## src/rtl/core/rsm_pkg.sv

```systemverilog
`timescale 1ns / 1ps
// ----------------------------------------------------------------------------
// rsm_pkg
// Shared types, constants and the gain table for the rhythm sample mixer.
// ----------------------------------------------------------------------------
package rsm_pkg;

	localparam int NUM_CH       = 6;
	localparam int SAMPLE_DEPTH = 16384;
	localparam int CH_W         = $clog2(NUM_CH);
	localparam int SAMPLE_AW    = $clog2(SAMPLE_DEPTH);
	localparam int MEM_DEPTH    = NUM_CH * SAMPLE_DEPTH;
	localparam int MEM_AW       = $clog2(MEM_DEPTH);
	localparam int FRAC_W       = 10;
	localparam int POS_W        = SAMPLE_AW + FRAC_W + 1;
	localparam int QUEUE_DEPTH  = 4;
	localparam int Q_AW         = $clog2(QUEUE_DEPTH);

	localparam logic [1:0] OP_TICK   = 2'd0;
	localparam logic [1:0] OP_REG    = 2'd1;
	localparam logic [1:0] OP_SAMPLE = 2'd2;
	localparam logic [1:0] OP_SETUP  = 2'd3;

	localparam logic [7:0] ADDR_KEY    = 8'h10;
	localparam logic [7:0] ADDR_TL     = 8'h11;
	localparam logic [7:0] ADDR_PAN_LO = 8'h18;
	localparam logic [7:0] ADDR_PAN_HI = 8'h1d;

	typedef enum logic [2:0] {
		CMD_KEY_ON,
		CMD_KEY_OFF,
		CMD_TL,
		CMD_PAN,
		CMD_SAMPLE,
		CMD_SETUP,
		CMD_TICK
	} cmd_kind_t;

	typedef struct packed {
		logic [1:0]         opcode;
		logic [7:0]         reg_addr;
		logic [7:0]         reg_data;
		logic [2:0]         channel;
		logic [13:0]        sample_index;
		logic signed [15:0] sample_value;
		logic [14:0]        channel_length;
		logic [15:0]        channel_step;
		logic signed [31:0] left_in;
		logic signed [31:0] right_in;
	} in_t;

	typedef struct packed {
		logic signed [31:0] left_out;
		logic signed [31:0] right_out;
	} out_t;

	typedef struct packed {
		cmd_kind_t         kind;
		logic [CH_W-1:0]   chan;
		logic [7:0]        data;
		logic [MEM_AW-1:0] mem_addr;
		logic [15:0]       value;
		logic [POS_W-1:0]  len_fixed;
		logic [31:0]       left;
		logic [31:0]       right;
	} cmd_t;

	typedef struct packed {
		logic full;
		logic empty;
	} q_status_t;

	function automatic logic [11:0] gain_lookup(input logic [6:0] db);
		logic [16:0] base;
		logic [16:0] shifted;
		case (db[2:0])
			3'd0: base = 17'd65536;
			3'd1: base = 17'd60096;
			3'd2: base = 17'd55108;
			3'd3: base = 17'd50535;
			3'd4: base = 17'd46340;
			3'd5: base = 17'd42494;
			3'd6: base = 17'd38967;
			default: base = 17'd35733;
		endcase
		shifted = base >> db[6:3];
		return 12'((shifted - 17'd1) >> 4);
	endfunction

endpackage

```

## src/rtl/core/rsm_cmd_fifo.sv

```systemverilog
`timescale 1ns / 1ps
// ----------------------------------------------------------------------------
// rsm_cmd_fifo
// Short command queue between the decoder and the execution engine.
// ----------------------------------------------------------------------------
module rsm_cmd_fifo (
	input  logic               clk,
	input  logic               arst_n,
	input  logic               push,
	input  rsm_pkg::cmd_t      push_cmd,
	input  logic               pop,
	output rsm_pkg::cmd_t      pop_cmd,
	output rsm_pkg::q_status_t status
);

	rsm_pkg::cmd_t               entry_q [rsm_pkg::QUEUE_DEPTH];
	logic [rsm_pkg::Q_AW-1:0]    wr_ptr_q;
	logic [rsm_pkg::Q_AW-1:0]    rd_ptr_q;
	logic [rsm_pkg::Q_AW:0]      count_q;
	logic                        do_push;
	logic                        do_pop;

	assign status.full  = (count_q == (rsm_pkg::Q_AW + 1)'(rsm_pkg::QUEUE_DEPTH));
	assign status.empty = (count_q == '0);
	assign do_push      = push && !status.full;
	assign do_pop       = pop && !status.empty;
	assign pop_cmd      = entry_q[rd_ptr_q];

	always_ff @(posedge clk) begin
		if (do_push) begin
			entry_q[wr_ptr_q] <= push_cmd;
		end
	end

	always_ff @(posedge clk or negedge arst_n) begin
		if (!arst_n) begin
			wr_ptr_q <= '0;
			rd_ptr_q <= '0;
			count_q  <= '0;
		end else begin
			if (do_push) begin
				wr_ptr_q <= wr_ptr_q + 1'b1;
			end
			if (do_pop) begin
				rd_ptr_q <= rd_ptr_q + 1'b1;
			end
			if (do_push && !do_pop) begin
				count_q <= count_q + 1'b1;
			end else if (do_pop && !do_push) begin
				count_q <= count_q - 1'b1;
			end
		end
	end

endmodule

```

## config.mk

```make
export PLATFORM = sky130hd
export DESIGN_NAME = rsm_cmd_fifo
export DESIGN_NICKNAME = d
export VERILOG_FILES = /design/src/rtl/core/rsm_pkg.sv /design/src/rtl/core/rsm_cmd_fifo.sv
export SDC_FILE = /design/constraint.sdc
export NUM_CORES = 1
export LEC_CHECK = 0
export BUFFER_PORTS_ARGS = -buffer_cell sky130_fd_sc_hd__buf_2
export CAP_MARGIN = 15
export CORE_ASPECT_RATIO = 1.1
export CORE_UTILIZATION = 60
export CTS_CLUSTER_SIZE = 28
export DETAILED_ROUTE_END_ITERATION = 10
export PLACE_DENSITY_LB_ADDON = 0.1
export SYNTH_ARGS = -nofsm -noshare
export SYNTH_HDL_FRONTEND = slang
export SYNTH_SLANG_ARGS = --single-unit
```

## constraint.sdc

```tcl
create_clock -name clk -period 13.5 [get_ports clk]
set_clock_uncertainty 0.15 [all_clocks]
set_input_delay 0.675 -clock clk [delete_from_list [all_inputs] [get_ports clk]]
set_output_delay 0.675 -clock clk [all_outputs]
set_load 0.03 [all_outputs]
```

== Word level (Yosys, flattened, before mapping) ==
Memory sizes are Yosys's and may differ from the RTL's.
Cells that the tools add are included.
Word-level totals
  register bits: 7
  RAM bits: 544
  output and inout port bits: 138
  logic and storage cells: 23
  memories: 1
Memories
  entry_q: depth 4, bits a word 136, read ports 1, clocked after Yosys merged registers in 0, write ports 1, RTL line rsm_cmd_fifo.sv:16  | rsm_pkg::cmd_t entry_q [rsm_pkg::QUEUE_DEPTH];
Cells by class
  $add $sub $neg: 4
  equal/unequal tests: 1
  multiplexer cells: 4
  reduce and logical (&&, ||, !) cells: 10
Operators by type and width (count)
  2-to-1 mux 3 bit: 2
  adder 2 x 1 -> 2 bit, second input constant: 2
  logical AND 1 bit: 4
  zero test 1 bit: 4
  adder 3 x 1 -> 3 bit, second input constant: 1
  equality test 3 bit, second input constant: 1
  zero test 3 bit: 1
  subtractor 3 x 1 -> 3 bit, second input constant: 1
  2-to-1 mux 1 bit: 2
  nonzero test 2 bit: 1

== Logic depth before layout (Yosys ltp) ==
  depth in word-level cells: 7
  gate-level depth with buffers: 9

== Worst setup path before layout ==
OpenSTA, ideal clock, no wires.
  kind: input-to-reg
  start: in push
  end: mem entry_q[0][0] in the netlist's numbering (enable)
  setup time: 0.512 ns
  data arrival time: 4.077 ns
  required time: 12.838 ns
  path slack: 8.762 ns
  stages: 3
  cells stage by stage: nor2b_1 -> buf_2 -> and2_1
On the way
  longest elaborated chain between the ends: 3
Ends and longest elaborated chain
  start: declaration: RTL line rsm_cmd_fifo.sv:9  | input logic push,
  logical AND 1 bit: RTL line rsm_cmd_fifo.sv:25  | assign do_push = push && !status.full;
  named net do_push: RTL line rsm_cmd_fifo.sv:20  | logic do_push;
  2-to-1 mux 1 bit: RTL line rsm_cmd_fifo.sv:30  | if (do_push) begin
  2-to-1 mux 1 bit (not written as such): RTL line rsm_cmd_fifo.sv:31  | entry_q[wr_ptr_q] <= push_cmd;
  end: declaration: RTL line rsm_cmd_fifo.sv:16
The timed path passes the listed nets, and every way through them passes these cells.

==> results.json <==
{
  "drive_gt1_share_pct": 46.0,
  "p_sw_mw": 1.89,
  "maxCapViolCount": 0,
  "worst_setup_path_start_kind": "register",
  "ff2ff_path_depth": 4,
  "vdd_drop_max_mv": 0.156,
  "numPortBuffers": 277,
  "grt_pass1_vias": 9178,
  "cts_htree_levels": 2,
  "arrival_ns": 3.49,
  "grt_max_degree": 70,
  "comb_power_share_pct": 33.3,
  "p_int_mw": 3.70,
  "ys_seq_area_share_pct": 81.9,
  "dieArea_um2": 34300,
  "pwr-share-seq_pct": 42.6,
  "hold_class": "in -> reg",
  "hp-start": "push_cmd[60]",
  "p_sw_share_pct": 33.9,
  "rsz0062_at_grt": "no",
  "path_max_fanout": 36,
  "grt_pass1_wl_mm": 54.1,
  "r2r_slack_ns": 10.06,
  "fmax_ghz": 0.232,
  "fin_crit_sh_pct": 32.0,
  "maxSlewViolCount": 0,
  "ant_nets": 0,
  "layout_min_cycle_time_ns": 4.32,
  "viasPerCell": 5.73,
  "grt_usage_pct": 21.3,
  "synth_top_area_share_pct": 81.0,
  "first_iter_violations": 586,
  "yosysMostFrequentCell": "edfxtp_1",
  "synthFlopType": "edfxtp_1",
  "synth_area_um2": 20200,
  "via_count": 8806,
  "cts-resized-gates": 0,
  "yosysTopAreaCell": "edfxtp_1",
  "pin_count": 278,
  "nets": 1205,
  "p_leak_nw": 7.99,
  "timing.rr.start": "count_q[2]$_DFFE_PN0P_",
  "status": "complete, no violations",
  "fin_cells": 1537,
  "antenna_found_initial": 11,
  "synthTopCellsByCount": "edfxtp_1, mux4_2, buf_2",
  "cts_buffers": 52,
  "synth_enable_flop_cells": 544,
  "path_class": "reg -> out",
  "coreArea_um2": 33200,
  "syn2layout_area_growth_pct": 16.3,
  "dp_cells": 1436,
  "worstMarginPinSlew_ns": 1.03,
  "die_w_um": 177,
  "start_util_pct": 60.7,
  "hold_buffers": 1,
  "ys_seq_elements": 551,
  "yosys_warnings": 0,
  "clkPwrFrac_pct": 24.1,
  "synth_fp_nets": 893,
  "die-height_um": 194,
  "synth_cells": 747,
  "crit-reg2reg-capture": "entry_q[0][16]$_DFFE_PP_",
  "holdPathStages": 1,
  "worst_setup_path_end_kind": "primary output",
  "cts.clk_slew.worst_paths_ns": 0.06,
  "fin_area_um2": 23500,
  "cts_tree": "yes",
  "tns_ns": 0,
  "hold_viol": 0,
  "cts_setup_buffers": 0,
  "grt_overflow": 0,
  "drt_pre_antenna_iters": 6,
  "place_area_um2": 21800,
  "core.rowCount": 70,
  "routed_wl_mm": 35.6,
  "clk_path_buf_depth": 3,
  "power.density_nw_per_um2": 238,
  "critPathRequiredTime_ns": 12.68,
  "ys_top_cells_by_area": "edfxtp_1, mux4_2, buf_12",
  "synth_cell_types": 22,
  "place_congestion": 0.713,
  "dp_hpwl_mm": 20.6,
  "cts-root-buf": "clkbuf_16",
  "finalSetupViolCount": 0,
  "async_reset_ff_share_pct": 1.27,
  "drc_errors": 0,
  "clock-sinks": 551,
  "clock_latency_ns": 0.55,
  "post_drt_wl_per_cell_um": 23.2,
  "syn_avg_cell_area_um2": 27.0,
  "worstHoldEndpoint": "entry_q[1][60]$_DFFE_PP_",
  "slew_headroom_pct": 31.2
}
[routing by layer]
metal  share of wire [%]  vias to the layer above  global-route usage, %  wire [um]
met3                 8.0                       67                   6.14       2860
met4                 2.2                       10                   6.77        797
met1                  40                     4583                   29.6      14300
li1                    -                     3874                      -          -
met2                  50                      272                   33.1      17600
met5                0.13                        -                      0         46
[power by group through the flow]
stage               registers (mW)  logic (mW)  clock network [mW]
CTS                           2.39        1.90                1.38
detailed placement            2.42        1.90                   0
global placement              2.40        1.89                   0
global route                  2.41        1.98                1.44
floorplan                     2.39        1.50                   0
finish                        2.38        1.86                1.35
[worst max-delay path: stages (launching register included)]
cell and delay, ns:
dfrtp_4 0.78, buf_4 0.60, buf_4 0.67, mux4_2 0.60
buf_2 0.20
[kinds of logic (layout without fill, tap and decap cells)]
kind of cell | after synthesis | count (layout) | share of synthesized area, %
other | 0 | 9 | 0
flip-flops | 551 | 551 | 81.9
adder cells (fa/ha/maj) | 6 | 6 | 0.410
XOR/XNOR | 6 | 6 | 0.261
buffers and inverters | 36 | 385 | 1.82
multiplexers | 138 | 138 | 15.3
AND/OR/NAND/NOR | 10 | 10 | 0.310
[cells in the final DEF, fill, tap and decap left out]
| cell | n |
|---|---|
| dlygate4sd3_1 | 1 |
| mux2_1 | 1 |
| nor3b_2 | 1 |
| nor2b_1 | 1 |
| xor2_1 | 2 |
| clkinv_4 | 2 |
| xnor2_1 | 4 |
| buf_2 | 277 |
| dfrtp_4 | 2 |
| clkinv_1 | 10 |
| buf_4 | 12 |
| and2_4 | 4 |
| mux2_2 | 1 |
| edfxtp_1 | 544 |
| clkinvlp_4 | 1 |
| nand2_1 | 1 |
| nor2_1 | 1 |
| bufinv_16 | 3 |
| mux4_2 | 136 |
| ha_1 | 5 |
| clkbuf_1 | 10 |
| dfrtp_1 | 5 |
| nand3_1 | 1 |
| or3_1 | 1 |
| inv_1 | 4 |
| fa_1 | 1 |
| clkbuf_16 | 53 |
| diode_2 | 9 |
| clkinv_2 | 12 |
[flip-flops by register name (all words and copies together), names as in the netlist]
register  cells
entry_q     544
count_q       3
wr_ptr_q      2
rd_ptr_q      2
[metrics by stage]
stage / hold slack (ns) / util (%) / power [mW] / setup slack (ns)
2_1_floorplan: 0.229 / - / 3.89 / 8.76
3_5_place_dp: 0.321 / 65.8 / 4.32 / 9.61
6_report: 0.178 / 70.7 / 5.59 / 9.18
5_1_grt: 0.156 / 70.6 / 5.83 / 8.87
3_3_place_gp: 0.310 / 65.8 / 4.29 / 9.63
4_1_cts: 0.148 / 70.6 / 5.67 / 9.02
[cell type report]
class,count,area (um2)
diodes,9,22.5
clock buffers,63,1360
clock inverters,28,213
fillers,2022,9740
inverters,4,15.0
multi-input cells,160,3290
flip-flops and latches,551,16500
well taps,432,541
repair buffers,290,1490
[how the worst max path moves through the flow]
stage                                  from                       to  depth (start not counted)
finish              rd_ptr_q[0]$_DFFE_PN0P_              pop_cmd[20]                          4
floorplan                              push  entry_q[0][0]$_DFFE_PP_                          3
CTS                 rd_ptr_q[0]$_DFFE_PN0P_              pop_cmd[27]                          4
global route        rd_ptr_q[0]$_DFFE_PN0P_             pop_cmd[106]                          4
global placement    rd_ptr_q[0]$_DFFE_PN0P_              pop_cmd[22]                          4
detailed placement  rd_ptr_q[0]$_DFFE_PN0P_              pop_cmd[23]                          4
Power figures use the tool's default switching activity.
