## src/rtl/core/rsm_pkg.sv

```systemverilog
`timescale 1ns / 1ps
// ----------------------------------------------------------------------------
// rsm_pkg
// Shared types, constants and the gain table for the rhythm sample mixer.
// ----------------------------------------------------------------------------
package rsm_pkg;

	localparam int NUM_CH       = 6;
	localparam int SAMPLE_DEPTH = 16384;
	localparam int CH_W         = $clog2(NUM_CH);
	localparam int SAMPLE_AW    = $clog2(SAMPLE_DEPTH);
	localparam int MEM_DEPTH    = NUM_CH * SAMPLE_DEPTH;
	localparam int MEM_AW       = $clog2(MEM_DEPTH);
	localparam int FRAC_W       = 10;
	localparam int POS_W        = SAMPLE_AW + FRAC_W + 1;
	localparam int QUEUE_DEPTH  = 4;
	localparam int Q_AW         = $clog2(QUEUE_DEPTH);

	localparam logic [1:0] OP_TICK   = 2'd0;
	localparam logic [1:0] OP_REG    = 2'd1;
	localparam logic [1:0] OP_SAMPLE = 2'd2;
	localparam logic [1:0] OP_SETUP  = 2'd3;

	localparam logic [7:0] ADDR_KEY    = 8'h10;
	localparam logic [7:0] ADDR_TL     = 8'h11;
	localparam logic [7:0] ADDR_PAN_LO = 8'h18;
	localparam logic [7:0] ADDR_PAN_HI = 8'h1d;

	typedef enum logic [2:0] {
		CMD_KEY_ON,
		CMD_KEY_OFF,
		CMD_TL,
		CMD_PAN,
		CMD_SAMPLE,
		CMD_SETUP,
		CMD_TICK
	} cmd_kind_t;

	typedef struct packed {
		logic [1:0]         opcode;
		logic [7:0]         reg_addr;
		logic [7:0]         reg_data;
		logic [2:0]         channel;
		logic [13:0]        sample_index;
		logic signed [15:0] sample_value;
		logic [14:0]        channel_length;
		logic [15:0]        channel_step;
		logic signed [31:0] left_in;
		logic signed [31:0] right_in;
	} in_t;

	typedef struct packed {
		logic signed [31:0] left_out;
		logic signed [31:0] right_out;
	} out_t;

	typedef struct packed {
		cmd_kind_t         kind;
		logic [CH_W-1:0]   chan;
		logic [7:0]        data;
		logic [MEM_AW-1:0] mem_addr;
		logic [15:0]       value;
		logic [POS_W-1:0]  len_fixed;
		logic [31:0]       left;
		logic [31:0]       right;
	} cmd_t;

	typedef struct packed {
		logic full;
		logic empty;
	} q_status_t;

	function automatic logic [11:0] gain_lookup(input logic [6:0] db);
		logic [16:0] base;
		logic [16:0] shifted;
		case (db[2:0])
			3'd0: base = 17'd65536;
			3'd1: base = 17'd60096;
			3'd2: base = 17'd55108;
			3'd3: base = 17'd50535;
			3'd4: base = 17'd46340;
			3'd5: base = 17'd42494;
			3'd6: base = 17'd38967;
			default: base = 17'd35733;
		endcase
		shifted = base >> db[6:3];
		return 12'((shifted - 17'd1) >> 4);
	endfunction

endpackage

```

## src/rtl/core/rsm_front.sv

```systemverilog
`timescale 1ns / 1ps
// ----------------------------------------------------------------------------
// rsm_front
// Decodes input transactions into internal commands and drops the ones
// that have no effect.
// ----------------------------------------------------------------------------
module rsm_front (
	input  rsm_pkg::in_t  in_data,
	input  logic          in_fire,
	output logic          push,
	output rsm_pkg::cmd_t push_cmd
);

	logic [31:0] len_sat;

	always_comb begin
		push     = 1'b0;
		push_cmd = '0;
		push_cmd.kind = rsm_pkg::CMD_TICK;
		len_sat  = 32'(in_data.channel_length);
		if (len_sat > 32'(rsm_pkg::SAMPLE_DEPTH)) begin
			len_sat = 32'(rsm_pkg::SAMPLE_DEPTH);
		end
		unique case (in_data.opcode)
			rsm_pkg::OP_REG: begin
				push_cmd.data = in_data.reg_data;
				if (in_data.reg_addr == rsm_pkg::ADDR_KEY) begin
					push = in_fire;
					push_cmd.kind = in_data.reg_data[7] ? rsm_pkg::CMD_KEY_OFF
						: rsm_pkg::CMD_KEY_ON;
				end else if (in_data.reg_addr == rsm_pkg::ADDR_TL) begin
					push = in_fire;
					push_cmd.kind = rsm_pkg::CMD_TL;
				end else if (in_data.reg_addr >= rsm_pkg::ADDR_PAN_LO &&
					in_data.reg_addr <= rsm_pkg::ADDR_PAN_HI &&
					32'(in_data.reg_addr[2:0]) < 32'(rsm_pkg::NUM_CH)) begin
					push = in_fire;
					push_cmd.kind = rsm_pkg::CMD_PAN;
					push_cmd.chan = rsm_pkg::CH_W'(in_data.reg_addr[2:0]);
				end
			end
			rsm_pkg::OP_SAMPLE: begin
				push_cmd.kind = rsm_pkg::CMD_SAMPLE;
				push_cmd.value = in_data.sample_value;
				push_cmd.mem_addr = rsm_pkg::MEM_AW'(32'(in_data.channel) *
					32'(rsm_pkg::SAMPLE_DEPTH)) + rsm_pkg::MEM_AW'(in_data.sample_index);
				if (32'(in_data.channel) < 32'(rsm_pkg::NUM_CH) &&
					32'(in_data.sample_index) < 32'(rsm_pkg::SAMPLE_DEPTH)) begin
					push = in_fire;
				end
			end
			rsm_pkg::OP_SETUP: begin
				push_cmd.kind = rsm_pkg::CMD_SETUP;
				push_cmd.chan = rsm_pkg::CH_W'(in_data.channel);
				push_cmd.value = in_data.channel_step;
				push_cmd.len_fixed = rsm_pkg::POS_W'(len_sat << rsm_pkg::FRAC_W);
				if (32'(in_data.channel) < 32'(rsm_pkg::NUM_CH)) begin
					push = in_fire;
				end
			end
			default: begin
				push = in_fire;
				push_cmd.kind = rsm_pkg::CMD_TICK;
				push_cmd.left = in_data.left_in;
				push_cmd.right = in_data.right_in;
			end
		endcase
	end

endmodule

```

## config.mk

```make
export PLATFORM = sky130hd
export DESIGN_NAME = rsm_front
export DESIGN_NICKNAME = d
export VERILOG_FILES = /design/src/rtl/core/rsm_pkg.sv /design/src/rtl/core/rsm_front.sv
export SDC_FILE = /design/constraint.sdc
export NUM_CORES = 1
export LEC_CHECK = 0
export BUFFER_PORTS_ARGS = -buffer_cell sky130_fd_sc_hd__buf_2
export CAP_MARGIN = 30
export CORE_AREA = 5 5 106 108
export DETAILED_ROUTE_END_ITERATION = 12
export DIE_AREA = 0 0 111 113
export PLACE_DENSITY = 0.6
export SETUP_SLACK_MARGIN = 0.5
export SYNTH_ARGS = -nofsm -noshare
export SYNTH_HDL_FRONTEND = slang
export SYNTH_SLANG_ARGS = --single-unit
```

## constraint.sdc

```tcl
create_clock -name vclk -period 1.1
set_input_delay 0 -clock vclk [all_inputs]
set_output_delay 0 -clock vclk [all_outputs]
set_load 0.01 [all_outputs]
```

Yosys cells after proc, flatten, opt, wreduce, memory -nomap -nowiden
Index checks and enable logic that the tools add are counted.

Register bits: 0. Latch bits: 0. Memory bits (writable): 0. Memory bits (read-only): 0. Input bits: 147. Output and inout port bits: 137. Memories: 0.

Add/sub/neg operators: 1. Multipliers: 0. Divide/modulo/power cells: 0. $lt $le $gt $ge: 5. Eq/ne operators: 5. Shifts and indexed selects: 0. Muxes and demuxes: 19. Bitwise operators: 0. Reductions and logical operators: 4.

Operator list (count): 64-bit 2-to-1 mux (1); 16-bit case mux with 2 select lines (1); 25-bit 2-to-1 mux (1); 17-bit by 14-bit adder with 17-bit output (1); 17-bit 2-to-1 mux (1); 8-bit by 5-bit equality test with 1-bit output, second input constant (2); 15-bit > comparator, second input constant (1); 15-bit 2-to-1 mux (1); 3-bit 2-to-1 mux (4); 3-bit case mux with 3 select lines (1); 8-bit by 5-bit greater-or-equal comparator with 1-bit output, second input constant (1); 8-bit by 5-bit <= comparator with 1-bit output, second input constant (1); 8-bit 2-to-1 mux (1); 3-bit less-than comparator, second input constant (2); 6-bit 2-to-1 mux (1); 3-bit case mux with 2 select lines (1); 1-bit 2-to-1 mux (5); 2-bit equality test, second input constant (2); 3-bit OR reduction (1); 2-bit by 1-bit equality test with 1-bit output, second input constant (1); 1-bit logical AND (2); 1-bit case mux with 2 select lines (1); 2-bit OR reduction (1).

Depth between registers and ports, before layout
Gate-level depths: netlist of the first run.

Depth in word-level cells: 7. Depth in mapped cells: 5. Depth with buffers taken out: 4.

Worst setup path before layout of the first run
No wires, ideal clock.

Path type: input port to output port. From: input port in_data[143] in the netlist's numbering. To: output port push_cmd[131] in the netlist's numbering. Data arrival time: 0.825 ns. Required time: 1.100 ns. Slack: 0.275 ns. Stages: 4. Path buffers: 0. Cells stage by stage: nor4b_4 > and3_1 > nand3b_1 > a21oi_1.

RTL lines: from (decl) (RTL line rsm_front.sv:8) `input rsm_pkg::in_t in_data,`; to (decl) (RTL line rsm_front.sv:11) `output rsm_pkg::cmd_t push_cmd`.

==> results of run 1 <==
## layout make-up
class	count	area, µm²	share of cell area
Multi-Input combinational cell	181	1640	0.358
Inverter	2	11.3	0.00247
Tap cell	136	170	0.0373
Timing Repair Buffer	318	2750	0.602
## what timing repair did
action / 4_1_cts / 5_1_grt
pin swaps: 56 / 66
setup endpoints to repair: 127 / 127
gates resized for setup: 103 / 143
buffers inserted: 19 / 6
gates cloned: 10 / 4
hold buffers: 0 / 0
## critical path: cells and delay by family
kind,cells,cell delay (ps)
buffers and inverters,3,440
AND/OR/NAND/NOR,2,420
AO/OA/AOI/OAI,1,180
## cell usage after synthesis
| cell type | number |
|---|---|
| sky130_fd_sc_hd__o21ai_0 | 1 |
| sky130_fd_sc_hd__buf_2 | 4 |
| sky130_fd_sc_hd__maj3_1 | 1 |
| sky130_fd_sc_hd__buf_6 | 1 |
| sky130_fd_sc_hd__a41oi_1 | 1 |
| sky130_fd_sc_hd__a22oi_1 | 1 |
| sky130_fd_sc_hd__nor4b_4 | 1 |
| sky130_fd_sc_hd__nor2_2 | 2 |
| sky130_fd_sc_hd__a21oi_1 | 3 |
| sky130_fd_sc_hd__clkbuf_1 | 8 |
| sky130_fd_sc_hd__nor2b_1 | 26 |
| sky130_fd_sc_hd__and2_1 | 93 |
| sky130_fd_sc_hd__a41oi_4 | 1 |
| sky130_fd_sc_hd__and3_1 | 2 |
| sky130_fd_sc_hd__nor3_1 | 1 |
| sky130_fd_sc_hd__nor2b_2 | 1 |
| sky130_fd_sc_hd__nand3b_1 | 3 |
| sky130_fd_sc_hd__and2b_1 | 1 |
| sky130_fd_sc_hd__o311a_1 | 1 |
| sky130_fd_sc_hd__inv_1 | 2 |
| sky130_fd_sc_hd__nor3_2 | 1 |
| sky130_fd_sc_hd__conb_1 | 1 |
| sky130_fd_sc_hd__nor4_2 | 3 |
| sky130_fd_sc_hd__mux2i_1 | 16 |
| sky130_fd_sc_hd__nor2_1 | 1 |
| sky130_fd_sc_hd__nand2_1 | 7 |
| sky130_fd_sc_hd__nand3_1 | 1 |
| sky130_fd_sc_hd__buf_4 | 10 |
## metrics by stage
step | util | std cells | hold WS, ps | area, µm² | setup slack (ps)
2_1_floorplan | - | 203 | 116 | 1480 | 325
3_3_place_gp | 0.292 | 598 | 286 | 2960 | 92.3
3_5_place_dp | 0.292 | 598 | 286 | 2960 | 78.5
4_1_cts | 0.372 | 627 | 286 | 3770 | 93.7
5_1_grt | 0.450 | 637 | 299 | 4570 | 1.47
6_report | 0.450 | 637 | 287 | 4570 | 56.2
## cells by family (layout without fill, tap and decap cells)
kind of cell | count (synthesis) | count (layout) | share of synthesized area
mux | 16 | 16 | 0.122
simple gates | 143 | 146 | 0.701
other cells | 1 | 10 | 0.00286
buf+inv | 25 | 320 | 0.110
fa+ha+maj | 1 | 1 | 0.00763
compound gates | 8 | 8 | 0.0563
## layer usage
layer	global-route usage	share of wire	up-vias
met3	0.0305	0.086	20
li1	-	-	1224
met5	0	0	-
met4	0.0197	0.022	0
met2	0.266	0.56	176
met1	0.146	0.34	1186
## power groups by stage
stage / registers (µW) / clock network (µW) / logic [µW]
floorplan: 0 / 0 / 463
global placement: 0 / 0 / 943
detailed placement: 0 / 0 / 956
CTS: 0 / 0 / 1300
global route: 0 / 0 / 1710
finish: 0 / 0 / 1610
## worst paths after layout
| check | end | slack (ps) |
|---|---|---|
| worst max-delay path | push_cmd[76] | 60 |
| worst min-delay path | push_cmd[124] | 290 |
==> results.sh, run 1 <==
export IMPL_global_route_overflow_total=0
export IMPL_num_antenna_cells=0
export IMPL_report_power_total_uw=1610
export IMPL_path_max_fanout=5
export IMPL_chipHeight_um=113
export IMPL_wirelength_um=10700
export IMPL_power_report_internal_total_uw=979
export IMPL_critPathLaunch="in_data[86]"
export IMPL_max_cap_violations=0
export IMPL_fp_coreArea_um2=10100
export IMPL_clock_period_minus_final_worst_setup_slack_ps=1040
export IMPL_power_frac_seq=0
export IMPL_portBuffers=274
export IMPL_wire_per_inst_um=16.8
export IMPL_grt_first_pass_wirelength_um=14000
export IMPL_max_fclk_ghz=0.958
export IMPL_slowest_stage="sky130_fd_sc_hd__nor4_4"
export IMPL_dpl_hpwl_um=6780
export IMPL_holdCritStartpoint="in_data[130]"
export IMPL_seq_area_um2=0
export IMPL_finalCritPeriodShare=0.949
export IMPL_die_area_um2=12500
export IMPL_fin_setup_tns_ps=0
export IMPL_vias_in_the_first_global_route=2621
export IMPL_vias=2606
export IMPL_cp_data_required_time_ps=1100
export IMPL_synth_seq_area_share=0
export IMPL_vdd_drop_max_mv=0.185
export IMPL_timing_critical_path_to_type="output port"
export IMPL_worst_setup_path_start_kind="input port"
export IMPL_synthTopCellsByArea="sky130_fd_sc_hd__and2_1, sky130_fd_sc_hd__nor2b_1, sky130_fd_sc_hd__mux2i_1"
export IMPL_design_portCount=284
export IMPL_switchingPower_uw=628
export IMPL_path_class="in2out"
export IMPL_worst_hold_path_type="in2out"
export IMPL_syn_instance_count=194
export IMPL_drv_slew=0
export IMPL_final_hold_violation_count=0
export IMPL_worstPathCellList="buf_2 > nor4_4 > a41oi_4 > clkbuf_16 > nor2b_4 > buf_6"
export IMPL_powerDensity_nw_per_um2=352
export IMPL_clock_power_share=0
export IMPL_mappedNetlistArea_um2=1310
export IMPL_final_fill_count=933
export IMPL_ys_warnings_count=0
export IMPL_post_synth_top_area_cell="sky130_fd_sc_hd__and2_1"
export IMPL_layout_drive_gt1_share=0.878
export IMPL_grt_start_max_net_pins=17
export IMPL_gp_routability_congestion=0.871
export IMPL_yosysUniqueCellTypes=28
export IMPL_groute_usage_overall=0.134
export IMPL_fp_row_count=37
export IMPL_finish_net_count=650
export IMPL_status="finished clean"
export IMPL_crit_path_max_incr_delay_ps=300
export IMPL_mostFrequentLayoutCell="sky130_fd_sc_hd__buf_2"
export IMPL_numSequentialCells=0
export IMPL_drt_antenna_violating_nets=0
export IMPL_finalSetupViolCount=0
export IMPL_width_of_the_die_um=111
export IMPL_clkbuf_count=0
export IMPL_grt_antenna_before_repair=0
export IMPL_routed_via_density=4.09
export IMPL_firstDrtPassIters=4
export IMPL_starting_density_of_the_core=0.129
export IMPL_arrival_ps=1040
export IMPL_commonest_cells_after_routing_fill_and_taps_aside="sky130_fd_sc_hd__buf_2, sky130_fd_sc_hd__buf_6, sky130_fd_sc_hd__and2_4"
export IMPL_leakage_uw=0.00241
export IMPL_power_share_switching=0.391
export IMPL_synth_top_cell_area_share=0.444
export IMPL_layout_area_growth_over_synthesis_pct=248
export IMPL_rsz0062_at_grt="yes"
export IMPL_syn_area_per_cell_um2=6.76
export IMPL_share_of_power_burned_in_combinational_logic=1.000
export IMPL_dr_first_iter_drc_count=98
export IMPL_drc_errors=0
export IMPL_hold_path_cell_count=3
(Power assumes the default switching activity.)
==> run 2: changes to the inputs <==
BUFFER_PORTS_ARGS = -buffer_cell sky130_fd_sc_hd__buf_4   (was -buffer_cell sky130_fd_sc_hd__buf_2)
SETUP_SLACK_MARGIN = 0.1   (was 0.5)
==> results.sh, run 2 (synthesis results as in run 1) <==
export IMPL_mostFrequentLayoutCell="sky130_fd_sc_hd__buf_4"
export IMPL_finalCritPeriodShare=0.980
export IMPL_commonest_cells_after_routing_fill_and_taps_aside="sky130_fd_sc_hd__buf_4, sky130_fd_sc_hd__and2_1, sky130_fd_sc_hd__nor2b_1"
export IMPL_rsz0062_at_grt="yes"
export IMPL_layout_area_growth_over_synthesis_pct=198
export IMPL_path_max_fanout=5
export IMPL_critical_path_top_delay_family="simple AND/OR/NAND/NOR gates"
export IMPL_num_antenna_cells=0
export IMPL_holdCritStartpoint="in_data[134]"
export IMPL_drc_errors=0
export IMPL_starting_density_of_the_core=0.129
export IMPL_max_fclk_ghz=0.928
export IMPL_layout_drive_gt1_share=0.661
export IMPL_chipHeight_um=113
export IMPL_powerDensity_nw_per_um2=346
export IMPL_switchingPower_uw=531
export IMPL_numSequentialCells=0
export IMPL_status="finished clean"
export IMPL_width_of_the_die_um=111
export IMPL_cp_data_required_time_ps=1100
export IMPL_max_cap_violations=0
export IMPL_share_of_power_burned_in_combinational_logic=1.000
export IMPL_gp_routability_congestion=0.873
export IMPL_worst_path_buf_inv=3
export IMPL_power_frac_seq=0
export IMPL_path_class="in2out"
export IMPL_worst_hold_path_type="in2out"
export IMPL_finalHoldWorstSlack_ps=285
export IMPL_groute_usage_overall=0.135
export IMPL_die_area_um2=12500
export IMPL_power_share_switching=0.392
export IMPL_fin_setup_tns_ps=0
export IMPL_fp_coreArea_um2=10100
export IMPL_drt_antenna_violating_nets=0
export IMPL_seq_area_um2=0
export IMPL_vias_in_the_first_global_route=2423
export IMPL_finalSetupViolCount=0
export IMPL_final_hold_violation_count=0
export IMPL_clock_period_minus_final_worst_setup_slack_ps=1080
export IMPL_critical_path_top_cell_by_count="sky130_fd_sc_hd__buf_4"
export IMPL_global_route_overflow_total=0
export IMPL_timing_critical_path_to_type="output port"
export IMPL_vdd_drop_max_mv=0.148
export IMPL_finish_net_count=627
export IMPL_report_power_total_uw=1350
export IMPL_routed_via_density=3.96
export IMPL_wirelength_um=10900
export IMPL_crit_path_max_incr_delay_ps=350
export IMPL_dr_first_iter_drc_count=96
export IMPL_clock_power_share=0
export IMPL_whs_endpoint="push_cmd[128]"
export IMPL_clkbuf_count=0
export IMPL_final_fill_count=1049
export IMPL_wire_per_inst_um=17.7
export IMPL_worstPathCellList="buf_6 > nor4_4 > buf_4 > a41oi_4 > nor2b_1 > buf_4"
export IMPL_portBuffers=274
export IMPL_dpl_hpwl_um=8530
export IMPL_leakage_uw=0.00211
export IMPL_power_report_internal_total_uw=823
export IMPL_slowest_stage="sky130_fd_sc_hd__nor4_4"
export IMPL_vias=2429
export IMPL_grt_antenna_before_repair=0
export IMPL_grt_first_pass_wirelength_um=13800
export IMPL_hold_path_cell_count=3
export IMPL_design_portCount=284
export IMPL_multi_input_comb_area_um2=1310
export IMPL_ctsHoldBuffers=0
export IMPL_arrival_ps=1080
export IMPL_worst_setup_path_start_kind="input port"
export IMPL_firstDrtPassIters=4
export IMPL_fp_row_count=37
export IMPL_drv_slew=0
export IMPL_grt_start_max_net_pins=65
## run 2: through the flow
step,worst slack (ps),util,area (µm²),instances
after floorplan,275,-,1350,203
after global placement,90.3,0.346,3510,594
after detailed placement,38.8,0.346,3510,594
after CTS,82.5,0.354,3590,595
after global routing,-29.1,0.385,3910,614
final,22.1,0.385,3910,614
## run 2: worst max-delay path by stage
stage	startpoint	to	slack (ps)	cells after the start
after CTS	in_data[93]	push_cmd[78]	80	5
after floorplan	in_data[143]	push_cmd[131]	270	4
after global routing	in_data[85]	push_cmd[76]	-30	6
after detailed placement	in_data[90]	push_cmd[79]	40	5
after global placement	in_data[82]	push_cmd[85]	90	5
final	in_data[85]	push_cmd[84]	20	6
## run 2: cell type report
class | instances | share of cell area
Multi-Input combinational cell | 179 | 0.334
Timing Repair Buffer | 297 | 0.621
Inverter | 2 | 0.00192
Tap cell | 136 | 0.0435
## run 2: layer usage
layer / wire length, µm / GRT usage / up-vias
li1: - / - / 1171
met3: 1090 / 0.0529 / 6
met4: 119 / 0.0107 / 0
met1: 3870 / 0.144 / 1091
met2: 5790 / 0.262 / 161
met5: 0 / 0 / -
## run 2: what timing repair did
action / in CTS / in global routing
hold endpoints to repair: 0 / 0
pin swaps: 8 / 11
gates resized for setup: 13 / 19
buffers inserted: 0 / 12
endpoints found under the setup margin: 18 / 78
gates cloned: 1 / 7
## run 2: power groups by stage
stage               combinational [µW]  sequential (µW)  clock, µW
global route                      1450                0          0
floorplan                          420                0          0
finish                            1350                0          0
global placement                  1190                0          0
detailed placement                1200                0          0
CTS                               1230                0          0
==> run 3: changes to the inputs <==
SLEW_MARGIN = 40   (was default)
clock period = 1.4 ns   (was 1.1 ns; I/O delays follow)
==> results.sh, run 3 (synthesis results as in run 1) <==
export IMPL_vias=2308
export IMPL_clock_power_share=0
export IMPL_grt_start_max_net_pins=65
export IMPL_portBuffers=274
export IMPL_finalSetupViolCount=0
export IMPL_powerDensity_nw_per_um2=264
export IMPL_placed_cells=594
export IMPL_die_area_um2=12500
export IMPL_dpl_hpwl_um=8670
export IMPL_leakage_uw=0.00193
export IMPL_drv_slew=0
export IMPL_width_of_the_die_um=111
export IMPL_layout_area_growth_over_synthesis_pct=166
export IMPL_layout_setup_ws_ps=231
export IMPL_layout_drive_gt1_share=0.631
export IMPL_mostFrequentLayoutCell="sky130_fd_sc_hd__buf_4"
export IMPL_power_report_internal_total_uw=557
export IMPL_chipHeight_um=113
export IMPL_arrival_ps=1170
export IMPL_wirelength_um=9470
export IMPL_status="finished clean"
export IMPL_critical_path_top_delay_family="simple AND/OR/NAND/NOR gates"
export IMPL_fin_setup_tns_ps=0
export IMPL_final_hold_violation_count=0
export IMPL_crit_path_max_incr_delay_ps=310
export IMPL_path_class="in2out"
export IMPL_share_of_power_burned_in_combinational_logic=1.000
export IMPL_finalHoldWorstSlack_ps=285
export IMPL_report_power_total_uw=922
export IMPL_drt_antenna_violating_nets=0
export IMPL_vias_in_the_first_global_route=2412
export IMPL_gp_routability_congestion=0.874
export IMPL_dr_first_iter_drc_count=94
export IMPL_worst_hold_path_type="in2out"
export IMPL_timing_critical_path_to_type="output port"
export IMPL_fp_row_count=37
export IMPL_drc_errors=0
export IMPL_grt_first_pass_wirelength_um=13800
export IMPL_power_share_switching=0.396
export IMPL_numSequentialCells=0
export IMPL_clkbuf_count=0
export IMPL_grt_antenna_before_repair=0
export IMPL_critical_path_top_cell_by_count="sky130_fd_sc_hd__buf_4"
export IMPL_power_frac_seq=0
export IMPL_setup_repair_bufs_after_cts=0
export IMPL_groute_usage_overall=0.134
export IMPL_switchingPower_uw=365
export IMPL_finalCritPeriodShare=0.835
export IMPL_routed_via_density=3.89
export IMPL_seq_area_um2=0
export IMPL_path_max_fanout=4
export IMPL_detailedPlace_worstSlack_ps=92.8
export IMPL_rsz0062_at_grt="no"
export IMPL_worst_setup_path_start_kind="input port"
export IMPL_ctsHoldBuffers=0
export IMPL_fp_coreArea_um2=10100
export IMPL_clock_period_minus_final_worst_setup_slack_ps=1170
export IMPL_max_cap_violations=0
export IMPL_layoutNonFillerInstCount=594
export IMPL_num_antenna_cells=0
export IMPL_wire_per_inst_um=15.9
export IMPL_firstDrtPassIters=4
export IMPL_cp_data_required_time_ps=1400
export IMPL_slowest_stage="sky130_fd_sc_hd__nor4b_4"
export IMPL_starting_density_of_the_core=0.129
export IMPL_design_portCount=284
export IMPL_max_fclk_ghz=0.855
export IMPL_vdd_drop_max_mv=0.115
export IMPL_worstPathCellList="buf_4 > nor4b_4 > and3_1 > nand3b_1 > a21oi_1 > buf_4"
export IMPL_global_route_overflow_total=0
export IMPL_commonest_cells_after_routing_fill_and_taps_aside="sky130_fd_sc_hd__buf_4, sky130_fd_sc_hd__and2_1, sky130_fd_sc_hd__nor2b_1"
export IMPL_worst_path_buf_inv=2
export IMPL_final_fill_count=1081
export IMPL_finish_net_count=607
[run 3: power groups by stage]
stage               logic (µW)  registers (µW)  clock network, µW
global route              1000               0                  0
finish                     922               0                  0
CTS                        939               0                  0
global placement           928               0                  0
floorplan                  330               0                  0
detailed placement         936               0                  0
[run 3: metrics by stage]
| stage | cell area, µm² | utilization |
|---|---|---|
| finish | 3490 | 0.344 |
| global route | 3490 | 0.344 |
| CTS | 3490 | 0.344 |
| detailed placement | 3480 | 0.344 |
| global placement | 3480 | 0.344 |
| floorplan | 1350 | - |
[run 3: final timing paths]
check,start,endpoint,slack [ps],cells after the start
max,in_data[143],push_cmd[132],230,6
min,in_data[13],push_cmd[13],290,3
[run 3: layout make-up]
| cell class | instances | area (µm²) | share of cell area |
|---|---|---|---|
| Inverter | 2 | 7.51 | 0.00215 |
| Multi-Input combinational cell | 178 | 1210 | 0.347 |
| Tap cell | 136 | 170 | 0.0487 |
| Timing Repair Buffer | 278 | 2100 | 0.602 |
[run 3: routing by layer]
layer  vias up  share of wire  track usage  routed length [µm]
li1       1123              -            -                   -
met4         0         0.0029      0.00411                  27
met3         2           0.13       0.0578                1240
met1      1014           0.35        0.143                3320
met2       169           0.52        0.260                4880
met5         -              0            0                   0
[run 3: what timing repair did]
item | in CTS | in global routing
cloned | 0 | 0
endpoints found under the setup margin | 2 | 10
resized for setup | 1 | 2
